`src/sv/ray_sphere_intersect_unit_macros.svh`:
```
// Assertion macros shared by the ray-sphere intersection RTL.
// Included by any file that checks its own pipeline behavior.
`ifndef RAY_SPHERE_INTERSECT_UNIT_MACROS_SVH
`define RAY_SPHERE_INTERSECT_UNIT_MACROS_SVH
`ifndef SYNTHESIS
// Same-cycle implication, checked at every rising edge outside reset.
`define RSI_ASSERT_IMP(label, clk, rst, ante, cons) \
  label: assert property (@(posedge clk) disable iff (rst) (ante) |-> (cons)) \
    else $error("ray sphere intersect: same-cycle check failed");
// Next-cycle implication, checked at every rising edge outside reset.
`define RSI_ASSERT_NXT(label, clk, rst, ante, cons) \
  label: assert property (@(posedge clk) disable iff (rst) (ante) |=> (cons)) \
    else $error("ray sphere intersect: next-cycle check failed");
`else
`define RSI_ASSERT_IMP(label, clk, rst, ante, cons)
`define RSI_ASSERT_NXT(label, clk, rst, ante, cons)
`endif
`endif

```
`src/sv/rsi_isqrt.sv`:
```
// Pipelined integer square root, one result bit per register stage.
// Carries a side payload alongside. Depends on nothing but its parameters.
module rsi_isqrt #(
  parameter int IN_W  = 64,
  parameter int PAY_W = 1
) (
  input  logic                clk,
  input  logic                rst,
  input  logic                en,
  input  logic                in_valid,
  input  logic [IN_W-1:0]     radicand,
  input  logic [PAY_W-1:0]    in_pay,
  output logic                out_valid,
  output logic [IN_W/2-1:0]   root,
  output logic [PAY_W-1:0]    out_pay
);
  localparam int OUT_W = IN_W / 2;
  localparam int REM_W = OUT_W + 2;
  localparam int TRY_W = REM_W + 2;

  logic             vld_q  [OUT_W];
  logic [REM_W-1:0] rem_q  [OUT_W];
  logic [OUT_W-1:0] root_q [OUT_W];
  logic [IN_W-1:0]  rad_q  [OUT_W];
  logic [PAY_W-1:0] pay_q  [OUT_W];

  for (genvar i = 0; i < OUT_W; i++) begin : g_stage
    logic             v_in;
    logic [REM_W-1:0] rem_in;
    logic [OUT_W-1:0] root_in;
    logic [IN_W-1:0]  rad_in;
    logic [PAY_W-1:0] pay_in;
    logic [TRY_W-1:0] rem_t;
    logic [TRY_W-1:0] trial;
    logic             take;

    // The first stage starts from the raw radicand with a zero remainder.
    if (i == 0) begin : g_head
      assign v_in    = in_valid;
      assign rem_in  = '0;
      assign root_in = '0;
      assign rad_in  = radicand;
      assign pay_in  = in_pay;
    end else begin : g_body
      assign v_in    = vld_q[i-1];
      assign rem_in  = rem_q[i-1];
      assign root_in = root_q[i-1];
      assign rad_in  = rad_q[i-1];
      assign pay_in  = pay_q[i-1];
    end

    // Bring down the next two radicand bits and try the next root bit.
    assign rem_t = {rem_in, rad_in[IN_W-1 -: 2]};
    assign trial = {2'b00, root_in, 2'b01};
    assign take  = rem_t >= trial;

    always_ff @(posedge clk) begin
      if (rst) begin
        vld_q[i] <= 1'b0;
      end else if (en) begin
        vld_q[i] <= v_in;
      end
    end

    always_ff @(posedge clk) begin
      if (en) begin
        rem_q[i]  <= take ? REM_W'(rem_t - trial) : rem_t[REM_W-1:0];
        root_q[i] <= {root_in[OUT_W-2:0], take};
        rad_q[i]  <= {rad_in[IN_W-3:0], 2'b00};
        pay_q[i]  <= pay_in;
      end
    end
  end

  assign out_valid = vld_q[OUT_W-1];
  assign root      = root_q[OUT_W-1];
  assign out_pay   = pay_q[OUT_W-1];

endmodule

```
`config.mk`:
```
export PLATFORM = sky130hd
export DESIGN_NAME = rsi_isqrt
export DESIGN_NICKNAME = d
export VERILOG_FILES = /design/src/sv/ray_sphere_intersect_unit_macros.svh /design/src/sv/rsi_isqrt.sv
export SDC_FILE = /design/constraint.sdc
export NUM_CORES = 2
export LEC_CHECK = 0
export ABC_CLOCK_PERIOD_IN_PS = 6000
export BUFFER_PORTS_ARGS = -buffer_cell sky130_fd_sc_hd__buf_2
export CAP_MARGIN = 20
export CORE_ASPECT_RATIO = 0.6
export CORE_MARGIN = 3
export CORE_UTILIZATION = 60
export DETAILED_ROUTE_END_ITERATION = 10
export GPL_TIMING_DRIVEN = 0
export PLACE_DENSITY = 0.78
export SLEW_MARGIN = 10
export SYNTH_ARGS = -nofsm -noshare
export SYNTH_HDL_FRONTEND = slang
export SYNTH_MEMORY_MAX_BITS = 65536
export SYNTH_SLANG_ARGS = --single-unit
export TNS_END_PERCENT = 30
```
`constraint.sdc`:
```
create_clock -name clk -period 6 [get_ports clk]
set_input_delay 0.6 -clock clk [delete_from_list [all_inputs] [get_ports clk]]
set_output_delay 0.6 -clock clk [all_outputs]
set_load 0.01 [all_outputs]
```
# Word-level counts from Yosys, hierarchy flattened
# Memory sizes are Yosys's and may differ from the RTL's.
# Cells that the tools add are included.
dict set report totals {
  reg_bits 0
  ramBits 4160
  inputBits 69
  out_inout_bits 34
  elab_cells 171
  memories 5
}
# memory depth word_bits rd rd_clocked_by_memory_dff wr line_no
set memory_table {}
lappend memory_table {rad_q 32 62 31 0 32 rsi_isqrt.sv:24} ;# logic [IN_W-1:0] rad_q [OUT_W];
lappend memory_table {rem_q 32 34 31 0 32 rsi_isqrt.sv:22} ;# logic [REM_W-1:0] rem_q [OUT_W];
lappend memory_table {root_q 32 32 32 0 32 rsi_isqrt.sv:23} ;# logic [OUT_W-1:0] root_q [OUT_W];
lappend memory_table {pay_q 32 1 32 0 32 rsi_isqrt.sv:25} ;# logic [PAY_W-1:0] pay_q [OUT_W];
lappend memory_table {vld_q 32 1 32 0 32 rsi_isqrt.sv:21} ;# logic vld_q [OUT_W];
dict set report classes {
  n_addsub 32
  magnitude_cmp 32
  n_mux 70
  bitwise_logic 32
}
# cell count
set ops {}
lappend ops {{36-bit by 34-bit >= comparator with 1-bit output} 31}
lappend ops {{34-bit 2-to-1 mux} 32}
lappend ops {{34-bit subtractor} 31}
lappend ops {{1-bit 2-to-1 mux} 38}
lappend ops {{1-bit bitwise OR} 32}
lappend ops {{2-bit by 1-bit subtractor with 3-bit output, second input constant} 1}
lappend ops {{2-bit by 1-bit >= comparator with 1-bit output, second input constant} 1}

# Depth between registers and ports, before layout
dict set report depth {
  ltp_word 4
  mapped_depth 14
  mapped_depth_nobuf 13
}

# Worst setup path after synthesis
# Ideal clock, no wire load.
dict set report synth_path {
  path_kind {register to register}
  start {memory rem_q[0][260] (netlist bit)}
  end {memory rem_q[0][297] (netlist bit) (data pin)}
  setup_ns 0.271
  arrival_ns 3.316
  t_required_ns 5.729
  path_slack_ns 2.413
  path_stages_with_launch 11
  path_buffers 1
  period_less_slack_ns 3.587
  path_cell_list {edfxtp_1 -> or4_1 -> or3_1 -> or4_1 -> or3_1 -> or4_4 -> o211ai_4 -> or2_1 -> buf_6 -> nor4_1 -> xor2_1}
}
# element line_no
set synth_rtl {}
lappend synth_rtl {{start: declaration} rsi_isqrt.sv:22}

==> impl_metrics.csv <==
group,metric,value,unit
synthesis,synth_cells,9166,
sta,final-setup-viol-count,0,
placed_design,dpl-instance-area,0.124,mm2
synthesis,synth-main-ff-cell,"sky130_fd_sc_hd__edfxtp_1",
clocking,clock_tree_from_tritoncts,"built",
placed_design,port-buffer-count,102,
floorplan,floorplan.die.width,582,um
detailed_routing,via_per_inst,6.08,
synthesis,synthDominantAreaCellType,"sky130_fd_sc_hd__edfxtp_1",
clocking,post_cts_resized,0,
synthesis,synth_edf_count,2587,
detailed_routing,routed_wl,275,mm
sta,drv_slew,0,
setup_path,worst_path_max_delay_cell,"sky130_fd_sc_hd__o31ai_1",
hold_path,min-delay-path-class,"input port to flip-flop",
cells_and_area,drive_gt1_share,6.33,%
setup_path,path_type_of_the_worst_setup_path,"flip-flop to flip-flop",
power,static-leakage-power,0.0503,uW
detailed_routing,antenna_violating_nets_post_route,0,
synthesis,yosys_register_bits,2587,
detailed_routing,firstDrtPassIters,6,
setup_path,path_common_cell,"sky130_fd_sc_hd__clkbuf_1",
floorplan,floorplan.initialDensity,60.6,%
sta,fmax,0.180,GHz
synthesis,complex_gate_fraction_of_the_synthesized_area,9.64,%
sta,rsz0062_at_grt,"false",
sta,worstMarginPinSlew,1.16,ns
synthesis,synth_commonest_cells,"2587 x sky130_fd_sc_hd__edfxtp_1, 685 x sky130_fd_sc_hd__inv_1, 617 x sky130_fd_sc_hd__nand2_1, 602 x sky130_fd_sc_hd__a21oi_1, 586 x sky130_fd_sc_hd__nor2_1",
detailed_routing,routed_wire_length_per_instance,22.2,um
clocking,clkSlewWorstSetupHoldPaths,0.07,ns
synthesis,syn_nets,9797,
global_route,grt_start_max_net_pins,180,
setup_path,worst_setup_path_end_kind,"flip-flop",
cells_and_area,post_layout_nonfiller_instances,12400,
placed_design,placed_cells_incl_taps,11900,
global_route,vias_in_the_first_global_route,69200,
setup_path,critPathRequiredTime,6.63,ns
synthesis,synth.cell_area,0.120,mm2
cells_and_area,post_synthesis_to_final_layout_area_growth,10.5,%
synthesis,synth.mux.area_fraction,0.807,%
detailed_routing,detail_route.iter0.violations,10200,
synthesis,synth.lib_cells_used.distinct,86,
setup_path,worstPathArrival,6.17,ns
floorplan,fp.dieArea,0.205,mm2
sta,hold_viol,0,
synthesis,fraction_of_post_synthesis_cell_area_in_the_top_cell_type_by_area,65.0,%
synthesis,synth.yosys.warnings,0,
placed_design,globalplace.congestion,0.989,
setup_path,cpPeakStageDelay,0.81,ns
placed_design,dp_hpwl,200,mm
sta,finalHoldWorstSlack,0.191,ns
sta,finalCritPeriodShare,92.4,%
synthesis,netlist_top_cells_area,"sky130_fd_sc_hd__edfxtp_1 65%, sky130_fd_sc_hd__ha_1 5.9%, sky130_fd_sc_hd__xnor2_1 3.1%",
setup_path,cp_cell_sequence,"inv_1 -> ha_1 -> a21o_1 -> a21oi_1 -> a21oi_1 -> o31ai_1 -> nand3_1 -> o2111ai_1 -> and4b_1 -> clkbuf_1 -> clkbuf_1 -> clkbuf_1 -> nand2_1 -> o21ai_0",
sta,minimum_period_implied_by_the_final_worst_setup_slack,5.54,ns
setup_path,worst-path-max-fanout,10,
sta,worst_clock_skew,0.101,ns
global_route,antenna_found_initial,10,
clocking,cts-buffers-inserted,232,
floorplan,die-height,352,um
flow_run,drv_cap,0,
global_route,grt.total_usage,26.5,%
cells_and_area,finalInstanceArea,0.132,mm2
clocking,clock_tree.buffer_depth,4,
sta,timing.final.ws_setup,0.458,ns
global_route,grt_first_pass_wirelength,416,mm
setup_path,ff2ff_setup_slack,0.46,ns
status,status,"finished, final reports clean",
cells_and_area,final_nets,10200,
global_route,overflow_left_after_global_routing,0,
clocking,worstSkewPairLatency,0.92,ns
power,power-per-cell-area,378,mW/mm2
synthesis,synth_simple_gate_area_share,9.80,%
floorplan,coreArea,0.197,mm2
clocking,cts_num_sinks,2587,
sta,finalSetupTns,0,ns
synthesis,synth-xor-area-share,6.18,%
clocking,cell_at_the_root_of_the_clock_tree,"sky130_fd_sc_hd__clkbuf_16",
detailed_routing,via_count,75400,
synthesis,async_flop_share,0,%
synthesis,synth_top_family_by_area,"simple AND/OR/NAND/NOR gates",
detailed_routing,drcViolationCount,0,
floorplan,floorplan.rows,126,
floorplan,io_pins,103,
power,peakVddDrop,0.000271,V
setup_path,crit_path_start_kind,"flip-flop",
clocking,htreeDepth,4,
sta,timing.slew.headroom,21.8,%
synthesis,most_common_cell_in_the_synthesized_netlist,"sky130_fd_sc_hd__edfxtp_1",
synthesis,syn-mean-instance-area,13.0,um2
synthesis,synth-seq-area-share,65.0,%
placed_design,post-place-ws,0.810,ns
synthesis,synth_adder_area_share,5.88,%
power by group:
group	switching (uW)	total [uW]	internal, uW
clock network	6590	15100	8470
registers	1630	24400	22800
logic	6450	10500	4100
metal layers:
| metal | track usage (%) | vias up | share of wire (%) |
|---|---|---|---|
| li1 | - | 34900 | - |
| met5 | 0 | - | 0.0047 |
| met1 | 45.5 | 36600 | 49 |
| met4 | 4.55 | 2 | 1.5 |
| met2 | 32.3 | 3583 | 37 |
| met3 | 8.16 | 313 | 13 |
final timing paths:
path                 startpoint       endpoint  cells after the start
hold / removal              rst   vld_q[15][1]                      3
setup / recovery  root_q[6][98]  rem_q[1][437]                     14
hold reg to reg   rad_q[0][171]  rad_q[0][235]                      0
setup reg to reg  root_q[6][98]  rem_q[1][437]                     14
critical path, delay by kind of cell (launching register included):
family | cells | cell delay, ns
simple gates | 3 | 0.64
flops | 1 | 0.57
fa+ha+maj | 1 | 0.34
buf+inv | 4 | 1.70
compound gates | 6 | 1.98
logic make-up (layout without fill, tap and decap cells):
family | Yosys count | after routing
XOR/XNOR | 843 | 843
AND/OR/NAND/NOR | 2373 | 2373
adder cells (fa/ha/maj) | 562 | 562
flip-flops | 2587 | 2587
AO/OA/AOI/OAI | 1848 | 1848
buffers and inverters | 865 | 1473
other | 1 | 6
multiplexers | 87 | 87
per-stage QoR:
stage	total power, uW	util, %
6_report	50000	66.9
4_1_cts	50000	66.9
3_5_place_dp	34800	62.8
3_3_place_gp	35900	62.5
2_1_floorplan	31100	-
5_1_grt	52200	66.9
placed cells by master, fill, tap and decap left out, types with 196 or more instances in the layout:
cell / count
sky130_fd_sc_hd__a21o_1: 228
sky130_fd_sc_hd__a21oi_1: 602
sky130_fd_sc_hd__clkbuf_1: 196
sky130_fd_sc_hd__clkbuf_16: 232
sky130_fd_sc_hd__edfxtp_1: 2587
sky130_fd_sc_hd__ha_1: 562
sky130_fd_sc_hd__inv_1: 685
sky130_fd_sc_hd__nand2_1: 617
sky130_fd_sc_hd__nor2_1: 586
sky130_fd_sc_hd__nor3_1: 207
sky130_fd_sc_hd__o21ai_0: 443
sky130_fd_sc_hd__xnor2_1: 426
sky130_fd_sc_hd__xor2_1: 417
flip-flops by register name (all words and copies together), names as in the netlist:
| name | cells |
|---|---|
| root_q | 528 |
| vld_q | 32 |
| rad_q | 992 |
| rem_q | 1003 |
| pay_q | 32 |
timing repair:
| action | CTS | global route |
|---|---|---|
| setup buffers | 0 | 0 |
| hold buffers | 67 | 0 |
| endpoints found under the hold margin | 67 | 0 |
layout make-up:
class,count,area [um2]
antenna,5,12.5
buffer,176,669
clock buffer,264,5930
clock inverter,154,1650
fill,14000,65200
inverter,689,2590
multi-input combinational,5714,38600
sequential,2587,77700
tap,2624,3280
timing repair buffer,190,1670
(Power assumes the default switching activity.)
